File: src/rtl/core/bounded_deque_with_search_defines.svh
// Assertion macros for the bounded deque with search.
`ifndef BOUNDED_DEQUE_WITH_SEARCH_DEFINES_SVH
`define BOUNDED_DEQUE_WITH_SEARCH_DEFINES_SVH
`ifndef SYNTHESIS
// Same-cycle implication, sampled on clk_i, off during reset.
`define BDQS_ASSERT_IMP(lbl, ante, cons) \
  lbl: assert property (@(posedge clk_i) disable iff (!rst_ni) (ante) |-> (cons)) \
    else $error("bdqs: implication check failed");
// Next-cycle implication, sampled on clk_i, off during reset.
`define BDQS_ASSERT_NXT(lbl, ante, cons) \
  lbl: assert property (@(posedge clk_i) disable iff (!rst_ni) (ante) |=> (cons)) \
    else $error("bdqs: next-cycle check failed");
`else
`define BDQS_ASSERT_IMP(lbl, ante, cons)
`define BDQS_ASSERT_NXT(lbl, ante, cons)
`endif
`endif

File: src/rtl/core/bdqs_pkg.sv
// Shared types and constants for the bounded deque with search.
`timescale 1ns / 1ps
`default_nettype none
package bdqs_pkg;

  localparam int DEF_CAPACITY = 16;
  localparam int VALUE_W      = 32;
  localparam int POS_W        = 4;
  localparam int COUNT_W      = 5;

  typedef enum logic [2:0] {
    ACT_PUSH_FRONT = 3'd0,
    ACT_PUSH_BACK  = 3'd1,
    ACT_POP_FRONT  = 3'd2,
    ACT_POP_BACK   = 3'd3,
    ACT_FIND       = 3'd4,
    ACT_REMOVE     = 3'd5,
    ACT_REVERSE    = 3'd6,
    ACT_PALINDROME = 3'd7
  } act_e;

  typedef enum logic [1:0] {
    STAT_OK        = 2'd0,
    STAT_EMPTY     = 2'd1,
    STAT_FULL      = 2'd2,
    STAT_NOT_FOUND = 2'd3
  } status_e;

  // Command broadcast to every cell of the chain.
  typedef enum logic [2:0] {
    CELL_HOLD,
    CELL_INS_LOW,    // shift up by one, cell 0 takes the value
    CELL_WRITE_AT,   // the cell at pos takes the value
    CELL_DEL_FROM,   // cells at pos and above take their upper neighbor
    CELL_SCAN_LOAD,  // copy data into both scan registers
    CELL_SCAN_BWD,   // backward scan chain moves up one cell
    CELL_SCAN_BOTH   // forward chain moves down, backward chain moves up
  } cell_op_e;

  typedef enum logic {
    S_IDLE,
    S_SCAN
  } state_e;

endpackage
`default_nettype wire

File: src/rtl/core/bdqs_cell.sv
// One storage cell of the deque chain with its two scan registers.
`timescale 1ns / 1ps
`default_nettype none
module bdqs_cell #(
  parameter int CAPACITY = bdqs_pkg::DEF_CAPACITY,
  parameter int IDX      = 0
) (
  input  wire logic                          clk_i,
  input  wire bdqs_pkg::cell_op_e            op_i,
  input  wire logic signed [31:0]            value_i,
  input  wire logic [$clog2(CAPACITY)-1:0]   pos_i,
  input  wire logic signed [31:0]            lower_data_i,
  input  wire logic signed [31:0]            upper_data_i,
  input  wire logic signed [31:0]            upper_fscan_i,
  input  wire logic signed [31:0]            lower_bscan_i,
  output logic signed [31:0]                 data_o,
  output logic signed [31:0]                 fscan_o,
  output logic signed [31:0]                 bscan_o
);
  import bdqs_pkg::*;

  localparam int IDX_W = $clog2(CAPACITY);

  logic signed [31:0] data_q, data_d;
  logic signed [31:0] fscan_q, fscan_d;
  logic signed [31:0] bscan_q, bscan_d;

  always_comb begin
    data_d  = data_q;
    fscan_d = fscan_q;
    bscan_d = bscan_q;
    case (op_i)
      CELL_INS_LOW:   data_d = lower_data_i;
      CELL_WRITE_AT: begin
        if (pos_i == IDX_W'(IDX)) data_d = value_i;
      end
      CELL_DEL_FROM: begin
        if (IDX_W'(IDX) >= pos_i) data_d = upper_data_i;
      end
      CELL_SCAN_LOAD: begin
        fscan_d = data_q;
        bscan_d = data_q;
      end
      CELL_SCAN_BWD:  bscan_d = lower_bscan_i;
      CELL_SCAN_BOTH: begin
        fscan_d = upper_fscan_i;
        bscan_d = lower_bscan_i;
      end
      default: ;
    endcase
  end

  always_ff @(posedge clk_i) begin
    data_q  <= data_d;
    fscan_q <= fscan_d;
    bscan_q <= bscan_d;
  end

  assign data_o  = data_q;
  assign fscan_o = fscan_q;
  assign bscan_o = bscan_q;

endmodule
`default_nettype wire

File: src/rtl/core/bounded_deque_with_search.sv
// Top level: bounded double-ended queue with search, built as a chain of cells.
//
//   channel  | handshake              | payload
//   ---------+------------------------+-------------------------------------------
//   command  | start_i, busy_o        | action_i, value_i
//   result   | valid_o (1-cycle pulse)| result_value_o, status_o, position_o,
//            |                        | is_palindrome_o, entry_count_o
//
// start_i high with busy_o low takes a command; the result strobes the cycle after it ends.
// Pushes, low-end pops, reverse and empty/full cases end at accept: one per cycle.
// High-end pops, find, remove and the palindrome test walk the scan chains with busy_o high:
// the backward chain first aligns the top entry, then logical indices are examined in order.
// Reset (rst_ni low, asynchronous) empties the queue and clears the order flag.
// The result side cannot stall; cell contents stay undefined until written.
`timescale 1ns / 1ps
`default_nettype none
`include "bounded_deque_with_search_defines.svh"
module bounded_deque_with_search #(
  parameter int CAPACITY = bdqs_pkg::DEF_CAPACITY
) (
  input  wire logic                            clk_i,
  input  wire logic                            rst_ni,
  input  wire logic                            start_i,
  input  wire logic [2:0]                      action_i,
  input  wire logic signed [31:0]              value_i,
  output logic                                 busy_o,
  output logic                                 valid_o,
  output logic signed [31:0]                   result_value_o,
  output logic [1:0]                           status_o,
  output logic [bdqs_pkg::POS_W-1:0]           position_o,
  output logic                                 is_palindrome_o,
  output logic [bdqs_pkg::COUNT_W-1:0]         entry_count_o
);
  import bdqs_pkg::*;

  localparam int IDX_W = $clog2(CAPACITY);
  localparam int CNT_W = $clog2(CAPACITY + 1);

  // ---------------------------------------------------------------------------
  // Control and payload registers
  // ---------------------------------------------------------------------------
  state_e             state_q, state_d;
  logic [CNT_W-1:0]   occ_q, occ_d;       // entries held
  logic               rev_q, rev_d;       // front sits at the top of the chain
  logic               valid_q, valid_d;
  logic [IDX_W-1:0]   skip_q, skip_d;     // backward-chain steps still to align
  logic [IDX_W-1:0]   idx_q, idx_d;       // logical index under test
  act_e               act_q, act_d;
  logic signed [31:0] val_q, val_d;

  logic signed [31:0]  res_q, res_d;
  status_e             status_q, status_d;
  logic [POS_W-1:0]    pos_q, pos_d;
  logic                pal_q, pal_d;
  logic [COUNT_W-1:0]  cnt_q, cnt_d;

  // Chain command
  cell_op_e           cell_op;
  logic signed [31:0] cell_val;
  logic [IDX_W-1:0]   cell_pos;

  // Chain wiring
  logic signed [31:0] data_w  [CAPACITY];
  logic signed [31:0] fscan_w [CAPACITY];
  logic signed [31:0] bscan_w [CAPACITY];

  logic signed [31:0] f_tap, b_tap, cand;
  logic               at_low, last;

  assign f_tap = fscan_w[0];            // physical i after i forward steps
  assign b_tap = bscan_w[CAPACITY-1];   // physical CAPACITY-1-j after j steps

  // ---------------------------------------------------------------------------
  // Sequencer
  // ---------------------------------------------------------------------------
  always_comb begin
    state_d  = state_q;
    occ_d    = occ_q;
    rev_d    = rev_q;
    valid_d  = 1'b0;
    skip_d   = skip_q;
    idx_d    = idx_q;
    act_d    = act_q;
    val_d    = val_q;
    res_d    = res_q;
    status_d = status_q;
    pos_d    = pos_q;
    pal_d    = pal_q;
    cell_op  = CELL_HOLD;
    cell_val = value_i;
    cell_pos = '0;
    at_low   = 1'b0;
    cand     = rev_q ? b_tap : f_tap;
    last     = (CNT_W'(idx_q) == (occ_q - CNT_W'(1)));

    case (state_q)
      S_IDLE: begin
        if (start_i) begin
          act_d    = act_e'(action_i);
          val_d    = value_i;
          res_d    = '0;
          status_d = STAT_OK;
          pos_d    = '0;
          pal_d    = 1'b0;
          case (act_e'(action_i))
            ACT_PUSH_FRONT, ACT_PUSH_BACK: begin
              valid_d = 1'b1;
              if (occ_q == CNT_W'(CAPACITY)) begin
                status_d = STAT_FULL;
              end else begin
                at_low = (act_e'(action_i) == ACT_PUSH_FRONT) != rev_q;
                if (at_low) begin
                  cell_op = CELL_INS_LOW;
                end else begin
                  cell_op  = CELL_WRITE_AT;
                  cell_pos = occ_q[IDX_W-1:0];
                end
                occ_d = occ_q + CNT_W'(1);
              end
            end
            ACT_POP_FRONT, ACT_POP_BACK: begin
              at_low = (act_e'(action_i) == ACT_POP_FRONT) != rev_q;
              if (occ_q == '0) begin
                valid_d  = 1'b1;
                status_d = STAT_EMPTY;
              end else if (at_low) begin
                valid_d  = 1'b1;
                res_d    = data_w[0];
                cell_op  = CELL_DEL_FROM;
                cell_pos = '0;
                occ_d    = occ_q - CNT_W'(1);
              end else begin
                cell_op = CELL_SCAN_LOAD;
                skip_d  = IDX_W'(CNT_W'(CAPACITY) - occ_q);
                idx_d   = '0;
                state_d = S_SCAN;
              end
            end
            ACT_REVERSE: begin
              valid_d = 1'b1;
              rev_d   = !rev_q;
            end
            default: begin  // find, remove, palindrome test
              if (occ_q == '0) begin
                valid_d  = 1'b1;
                status_d = STAT_EMPTY;
              end else begin
                cell_op = CELL_SCAN_LOAD;
                skip_d  = IDX_W'(CNT_W'(CAPACITY) - occ_q);
                idx_d   = '0;
                state_d = S_SCAN;
              end
            end
          endcase
        end
      end

      S_SCAN: begin
        if (skip_q != '0) begin
          // bring the top occupied entry to the backward tap
          cell_op = CELL_SCAN_BWD;
          skip_d  = skip_q - IDX_W'(1);
        end else begin
          // f_tap holds physical idx, b_tap holds physical occ-1-idx
          case (act_q)
            ACT_POP_FRONT, ACT_POP_BACK: begin
              res_d   = b_tap;
              occ_d   = occ_q - CNT_W'(1);
              valid_d = 1'b1;
              state_d = S_IDLE;
            end
            ACT_FIND, ACT_REMOVE: begin
              if (cand == val_q) begin
                pos_d = (32'(idx_q) > 32'd15) ? POS_W'(15) : POS_W'(idx_q);
                if (act_q == ACT_REMOVE) begin
                  cell_op  = CELL_DEL_FROM;
                  cell_pos = rev_q ? IDX_W'(occ_q - CNT_W'(1) - CNT_W'(idx_q)) : idx_q;
                  occ_d    = occ_q - CNT_W'(1);
                end
                valid_d = 1'b1;
                state_d = S_IDLE;
              end else if (last) begin
                status_d = STAT_NOT_FOUND;
                valid_d  = 1'b1;
                state_d  = S_IDLE;
              end else begin
                cell_op = CELL_SCAN_BOTH;
                idx_d   = idx_q + IDX_W'(1);
              end
            end
            ACT_PALINDROME: begin
              if (f_tap != b_tap) begin
                pal_d   = 1'b0;
                valid_d = 1'b1;
                state_d = S_IDLE;
              end else if (last) begin
                pal_d   = 1'b1;
                valid_d = 1'b1;
                state_d = S_IDLE;
              end else begin
                cell_op = CELL_SCAN_BOTH;
                idx_d   = idx_q + IDX_W'(1);
              end
            end
            default: state_d = S_IDLE;
          endcase
        end
      end

      default: state_d = S_IDLE;
    endcase

    cnt_d = cnt_q;
    if (valid_d) begin
      cnt_d = (32'(occ_d) > 32'd31) ? COUNT_W'(31) : COUNT_W'(occ_d);
    end
  end

  always_ff @(posedge clk_i or negedge rst_ni) begin
    if (!rst_ni) begin
      state_q <= S_IDLE;
      occ_q   <= '0;
      rev_q   <= 1'b0;
      valid_q <= 1'b0;
      skip_q  <= '0;
      idx_q   <= '0;
      act_q   <= ACT_PUSH_FRONT;
    end else begin
      state_q <= state_d;
      occ_q   <= occ_d;
      rev_q   <= rev_d;
      valid_q <= valid_d;
      skip_q  <= skip_d;
      idx_q   <= idx_d;
      act_q   <= act_d;
    end
  end

  // command value and result payload, no reset needed
  always_ff @(posedge clk_i) begin
    val_q    <= val_d;
    res_q    <= res_d;
    status_q <= status_d;
    pos_q    <= pos_d;
    pal_q    <= pal_d;
    cnt_q    <= cnt_d;
  end

  // ---------------------------------------------------------------------------
  // Cell chain: cell 0 is the physical low end
  // ---------------------------------------------------------------------------
  for (genvar g = 0; g < CAPACITY; g++) begin : g_cell
    logic signed [31:0] lower_data, upper_data, upper_fscan, lower_bscan;
    if (g == 0) begin : g_low
      assign lower_data  = cell_val;
      assign lower_bscan = bscan_w[0];
    end else begin : g_mid_low
      assign lower_data  = data_w[g-1];
      assign lower_bscan = bscan_w[g-1];
    end
    if (g == CAPACITY - 1) begin : g_top
      assign upper_data  = data_w[g];
      assign upper_fscan = fscan_w[g];
    end else begin : g_mid_top
      assign upper_data  = data_w[g+1];
      assign upper_fscan = fscan_w[g+1];
    end

    bdqs_cell #(
      .CAPACITY (CAPACITY),
      .IDX      (g)
    ) u_cell (
      .clk_i         (clk_i),
      .op_i          (cell_op),
      .value_i       (cell_val),
      .pos_i         (cell_pos),
      .lower_data_i  (lower_data),
      .upper_data_i  (upper_data),
      .upper_fscan_i (upper_fscan),
      .lower_bscan_i (lower_bscan),
      .data_o        (data_w[g]),
      .fscan_o       (fscan_w[g]),
      .bscan_o       (bscan_w[g])
    );
  end

  // ---------------------------------------------------------------------------
  // Outputs
  // ---------------------------------------------------------------------------
  assign busy_o          = (state_q != S_IDLE);
  assign valid_o         = valid_q;
  assign result_value_o  = res_q;
  assign status_o        = status_q;
  assign position_o      = pos_q;
  assign is_palindrome_o = pal_q;
  assign entry_count_o   = cnt_q;

  // ---------------------------------------------------------------------------
  // Assertions
  // ---------------------------------------------------------------------------
  `BDQS_ASSERT_IMP(a_occ_bound, 1'b1, occ_q <= CNT_W'(CAPACITY))
  `BDQS_ASSERT_NXT(a_accept_moves, start_i && (state_q == S_IDLE), valid_q || (state_q == S_SCAN))
  `BDQS_ASSERT_IMP(a_full_means_full, valid_q && (status_q == STAT_FULL), occ_q == CNT_W'(CAPACITY))
  `BDQS_ASSERT_IMP(a_scan_not_empty, state_q == S_SCAN, occ_q != '0)

endmodule
`default_nettype wire

File: config.mk
export PLATFORM = sky130hd
export DESIGN_NAME = bounded_deque_with_search
export DESIGN_NICKNAME = d
export VERILOG_FILES = /design/src/rtl/core/bdqs_pkg.sv /design/src/rtl/core/bdqs_cell.sv /design/src/rtl/core/bounded_deque_with_search.sv
export VERILOG_INCLUDE_DIRS = /design/src /design/src/rtl/core
export SDC_FILE = /design/constraint.sdc
export NUM_CORES = 2
export LEC_CHECK = 0
export BUFFER_PORTS_ARGS = -buffer_cell sky130_fd_sc_hd__clkbuf_2
export CAP_MARGIN = 20
export CORE_MARGIN = 2
export CORE_UTILIZATION = 33
export DETAILED_ROUTE_END_ITERATION = 7
export PLACE_DENSITY = 0.57
export SLEW_MARGIN = 20
export SYNTH_ARGS = -nofsm -noshare
export SYNTH_HDL_FRONTEND = slang
export SYNTH_SLANG_ARGS = --single-unit
File: constraint.sdc
create_clock -name clk_i -period 21.8 [get_ports clk_i]
set_clock_uncertainty 0.1 [all_clocks]
set_input_delay 4.36 -clock clk_i [delete_from_list [all_inputs] [get_ports clk_i]]
set_output_delay 4.36 -clock clk_i [all_outputs]
set_load 0.1 [all_outputs]
# Yosys cells after proc, flatten, opt, wreduce, memory -nomap -nowiden
# Index checks and enable logic that the tools add are counted.
# classes
bitwise_logic	1
reduce_logical	39
muxes	179
magnitude_cmp	15
eq_ne	83
addsub	6
# ops
cell	count
$pmux 32 s2	32
$pmux 32 s3	15
$mux 32	38
$mux 4	26
$ne 2x1->1 const B	37
$pmux 4 s2	7
$reduce_and 3->1	17
$mux 5	7
$eq 32x32->1	1
$eq 4x4->1 const B	8
$ne 32x32->1	1
$pmux 5 s2	3
$ge 4x4->1 const A	7
$mux 3	8
$mux 1	22
$eq 3x3->1 const B	7
$eq 3x2->1 const B	6
$mux 2	9
$eq 4x3->1 const B	4
$ge 3x4->1 const A	4
$pmux 1 s2	6
$pmux 3 s2	2
$ne 2x2->1 const B	5
$reduce_and 5->1	2
other kinds (32)	49
# word_totals
input_bits	38
output_inout_bits	46
wordCells	384
reg_bits	1631

# Depth between registers and ports, before layout
# depth
ltp_word	11
mapped_depth	16
mapped_depth_nobuf	14

# Cells and area by module
# A second synthesis with hierarchy kept.
# unflattened
hier_cells	5091
area_unflattened_um2	77531.9
# by_module_without_submodules
mod	area_each_um2	n_inst	cells_per_inst	seq_area_each_um2
bdqs_cell (g_cell[13].u_cell ...)	4475.5	3	282	2882.8
bdqs_cell (g_cell[5].u_cell ...)	4478.0	2	282	2882.8
bdqs_cell (g_cell[0].u_cell ...)	4476.8	2	282	2882.8
bounded_deque_with_search	5863.1	1	571	2757.6
bdqs_cell (g_cell[2].u_cell)	4504.3	1	283	2882.8
bdqs_cell (g_cell[6].u_cell)	4486.8	1	285	2882.8
bdqs_cell (g_cell[10].u_cell)	4483.0	1	284	2882.8
bdqs_cell (g_cell[4].u_cell)	4481.8	1	284	2882.8
bdqs_cell (g_cell[12].u_cell)	4479.3	1	283	2882.8
bdqs_cell (g_cell[8].u_cell)	4476.8	1	283	2882.8
bdqs_cell (g_cell[11].u_cell)	4474.3	1	281	2882.8
bdqs_cell (g_cell[15].u_cell)	4473.0	1	282	2882.8
bdqs_cell (g_cell[7].u_cell)	4473.0	1	281	2882.8

# Least setup slack after synthesis
# OpenSTA, ideal clock, no wires.
# synth_timing
kind	input to register
start	in action_i[2]
end	reg g_cell[0].u_cell.fscan_q[0] (enable)
path_slack_ns	-1.403
required_ns	20.796
arrival_ns	22.199
cell_stages	8
cell_sequence	clkbuf_1 -> inv_1 -> a21oi_1 -> nor4_1 -> a311oi_1 -> o31ai_1 -> buf_2 -> and2_1
# synth_between
elab_chain_len	9
word_cells_on_any_way	19
classes_between	eq/ne (8); mux (7); reduce/logical (4)
# synth_rtl
item	line	source
from (decl)	bounded_deque_with_search.sv:24	input wire logic [2:0] action_i,
$eq 3x2->1 or $logic_not 3->1 (tied branches)	bounded_deque_with_search.sv:105, bounded_deque_with_search.sv:122, bounded_deque_with_search.sv:111	
$ne 1x1->1, on equally long branches	bounded_deque_with_search.sv:122, bounded_deque_with_search.sv:111	
$mux 3 or $mux 2 (tied branches)	bounded_deque_with_search.sv:126, bounded_deque_with_search.sv:112	
$mux 3 or $mux 2 (tied branches)	bounded_deque_with_search.sv:123, bounded_deque_with_search.sv:108	
$pmux 3 s3 (*)	bounded_deque_with_search.sv:105	case (act_e'(action_i))
$mux 3 (*)	bounded_deque_with_search.sv:98	if (start_i) begin
$pmux 3 s2 (*)	bounded_deque_with_search.sv:96	case (state_q)
$eq 3x3->1	bdqs_cell.sv:32	case (op_i)
$reduce_bool 2->1 (no line) (*)	n/a	
to (signal assigned)	bdqs_cell.sv:55	fscan_q <= fscan_d;
to (decl)	bdqs_cell.sv:25	logic signed [31:0] fscan_q, fscan_d;
# Every way passes the cells marked *; elsewhere a longest branch is shown, timed or not.
# A chain may end at the register's enable or synchronous reset.

# Worst setup path after layout
# layout_timing
start	in start_i
end	reg g_cell[13].u_cell.fscan_q[18], data pin
# layout_between
elab_chain_len	4
word_cells_on_any_way	5
classes_between	eq/ne (2); mux (3)
# layout_rtl
item	line	source
from (decl)	bounded_deque_with_search.sv:23	input wire logic start_i,
$mux 3 (*)	bounded_deque_with_search.sv:98	
$pmux 3 s2 (*)	bounded_deque_with_search.sv:96	
$eq 3x3->1	bdqs_cell.sv:32	
$pmux 32 s2 (*)	bdqs_cell.sv:32	
net g_cell[13].u_cell.fscan_d[18]	bdqs_cell.sv:25	
to (signal assigned)	bdqs_cell.sv:55	
to (decl)	bdqs_cell.sv:25	
# The timed path passes the listed nets; every way through them passes the cells marked *.

==> results.json <==
{
  "postCtsHoldBufs": 0,
  "path_clk_slew_ps": 70,
  "crit_path_start": "start_i",
  "pwr_density_cell_nw_per_um2": 160,
  "grt_setup_unrepaired": "no",
  "cts_setup_buffers": 0,
  "synth_ff_type": "edfxtp_1",
  "slew_violations": 0,
  "die_y_um": 469,
  "via_per_inst": 5.31,
  "cts_buffer_depth": 3,
  "reg2reg_depth": 14,
  "port_buffers": 83,
  "ys_async_sr_fraction_pct": 1.16,
  "rows": 170,
  "num_vias": 41800,
  "synth_area_per_cell_um2": 14.5,
  "synthTopCellsByCount": "edfxtp_1 (1,612), mux2_2 (968), nand3_1 (906)",
  "drt.antenna.violating_nets": 0,
  "synth-edff-count": 1612,
  "setup_viol": 0,
  "endpoint_kind": "flop",
  "required_ps": 22230,
  "cts_resized": 0,
  "core_area_um2": 215000,
  "cts_made_buffers": 162,
  "synth_warnings": 0,
  "fin_nets": 4950,
  "cp_data_arrival_time_ps": 9980,
  "die_width_um": 469,
  "critPathMaxFanout": 172,
  "r2r_slack_ps": 13850,
  "tightest_slew_ps": 1210,
  "yosysMostFrequentCell": "edfxtp_1",
  "cts.sinks": 1631,
  "fill_cells": 20200,
  "cp-start-kind": "primary input",
  "h-tree-depth": 4,
  "finalSetupTns_ps": 0,
  "die_area_um2": 220000,
  "wl_met1_um": 83200,
  "synth_top_cell_by_area": "edfxtp_1",
  "grt_pass1_vias": 41100,
  "crit_type": "primary input to flop",
  "overflow": 0,
  "grt_max_degree": 182,
  "syn_area_um2": 71500,
  "max_freq_ghz": 0.105,
  "slew_headroom_pct": 19.3,
  "wl_met2_um": 82300,
  "crit_path_end": "g_cell[13].u_cell.fscan_o[18]",
  "leakage_uw": 0.0276,
  "rr_endpoint": "g_cell[13].u_cell.fscan_o[18]",
  "dp_slack_ps": 11200,
  "syn-num-nets": 4962,
  "worstSkewPairLatency_ps": 800,
  "drc": 0,
  "gp_congestion": 0.828,
  "yosys-top-cells-area": "edfxtp_1 (68%), mux2_2 (15%), nand3_1 (6.3%)",
  "ys_seq_area_share_pct": 68.4,
  "seq_area_um2": 48900,
  "hpwlAfterDp_um": 98800,
  "finalCritPeriodShare_pct": 43.8,
  "drtPass1Iterations": 6,
  "wl_per_cell_um": 23.2,
  "vdd_drop_max_mv": 0.139,
  "hold_class": "flop to flop",
  "worstReg2RegStart": "rev_q",
  "grt_use_total_pct": 16.2,
  "cts_root_buf": "clkbuf_16",
  "cts_tree": "done",
  "start_util_pct": 33.3,
  "highest_layer": "met5",
  "design_area_um2": 79900,
  "drtIter0Drc": 4346,
  "finalPower_uw": 12800,
  "postPlaceCellArea_um2": 74900,
  "ys_seq_elements": 1631,
  "drive_above_1_share_pct": 27.4,
  "hold_viol_final": 0,
  "outcome": "completed",
  "multi_input_area_um2": 21400,
  "synth_top_area_share_pct": 67.7,
  "wl_met3_um": 11900,
  "maxCapViolCount": 0,
  "grt_pass1_wl_um": 274000,
  "ys_types": 65,
  "ios": 84,
  "wl_um": 183000,
  "antenna_found_initial": 8,
  "synth_cells": 4914,
  "fin_crit_ps": 9540,
  "syn_to_final_growth_pct": 11.8,
  "layout_setup_ws_ps": 12260
}
[cell families after synthesis]
logic type,share of synthesized area (%)
XOR/XNOR,0.981
AND/OR/NAND/NOR,10.9
buffers and inverters,2.10
flip-flops,68.4
multiplexers,16.2
AO/OA/AOI/OAI,1.25
adder cells (fa/ha/maj),0.186
[critical path: stages]
cell and delay (ps):
clkbuf_2 100, nand2_1 250, nor4_2 420, a311oi_1 140, o31ai_4 150, buf_12 470
buf_12 740, nor2b_4 310, buf_4 610, buf_12 590, buf_4 940, mux2_2 420
[per-layer routing]
layer,GRT usage [%],vias to the layer above
met4,4.91,4
met5,0,-
met3,2.64,278
met1,23.3,21400
met2,25.0,1529
li1,-,18600
[power by group]
group	switching [uW]	internal, uW	leakage (uW)
sequential	702	5600	0.0156
combinational	2460	1340	0.00958
clock	1190	1500	0.00243
total	4350	8430	0.0276
[layout by cell type (no fill, tap or decap), types with 4 or more instances in the layout]
master,count
or3_1,7
a221oi_1,4
edfxtp_1,1612
clkinv_1,53
xnor2_1,74
clkbuf_16,168
nand4_1,11
ha_1,9
mux2_2,968
mux2_1,24
clkinv_2,24
a21oi_1,30
nor2_4,5
nand3_1,906
nor4_4,7
buf_12,8
o22ai_1,7
clkbuf_1,35
o221ai_1,4
mux2i_1,38
nor3_1,12
dfrtp_1,17
a21oi_4,7
bufinv_16,7
inv_1,20
nor2_1,34
and3_1,5
buf_4,60
xor2_1,5
nand2_1,644
clkbuf_2,83
o21ai_0,57
[registers in the layout, indices dropped and copies added (netlist names), 5 cells and up]
register and count:
g_cell.u_cell.fscan_o 512, occ_q 5, g_cell.u_cell.data_o 512, result_value_o 32, val_q 32, g_cell.u_cell.bscan_o 512, entry_count_o 5
[how the worst min path moves through the flow]
stage,startpoint,to,slack (ps),cells after the start
4_1_cts,g_cell[15].u_cell.data_o[2],g_cell[15].u_cell.fscan_o[2],380,0
5_1_grt,g_cell[15].u_cell.data_o[12],g_cell[15].u_cell.fscan_o[12],400,0
3_5_place_dp,g_cell[15].u_cell.data_o[2],g_cell[15].u_cell.fscan_o[2],370,0
6_report,g_cell[15].u_cell.data_o[2],g_cell[15].u_cell.fscan_o[2],380,0
2_1_floorplan,g_cell[15].u_cell.data_o[0],g_cell[15].u_cell.fscan_o[0],350,0
3_3_place_gp,g_cell[15].u_cell.data_o[5],g_cell[15].u_cell.fscan_o[5],360,0
[final cells by class]
type	count	area share, %
Antenna cell	1	0.00313
Sequential cell	1631	61.2
Multi-Input combinational cell	2934	26.7
Tap cell	2838	4.45
Clock inverter	89	0.727
Clock buffer	206	5.48
Timing Repair Buffer	152	1.30
Inverter	21	0.0987
[metrics by stage]
stage / hold WS [ps] / util [%] / cells
global placement: 363 / 34.9 / 7576
floorplan: 345 / - / 4914
global route: 400 / 37.2 / 7871
finish: 381 / 37.2 / 7872
CTS: 385 / 37.2 / 7871
detailed placement: 370 / 34.9 / 7576
Note: power is estimated with default switching activity, not from simulation.
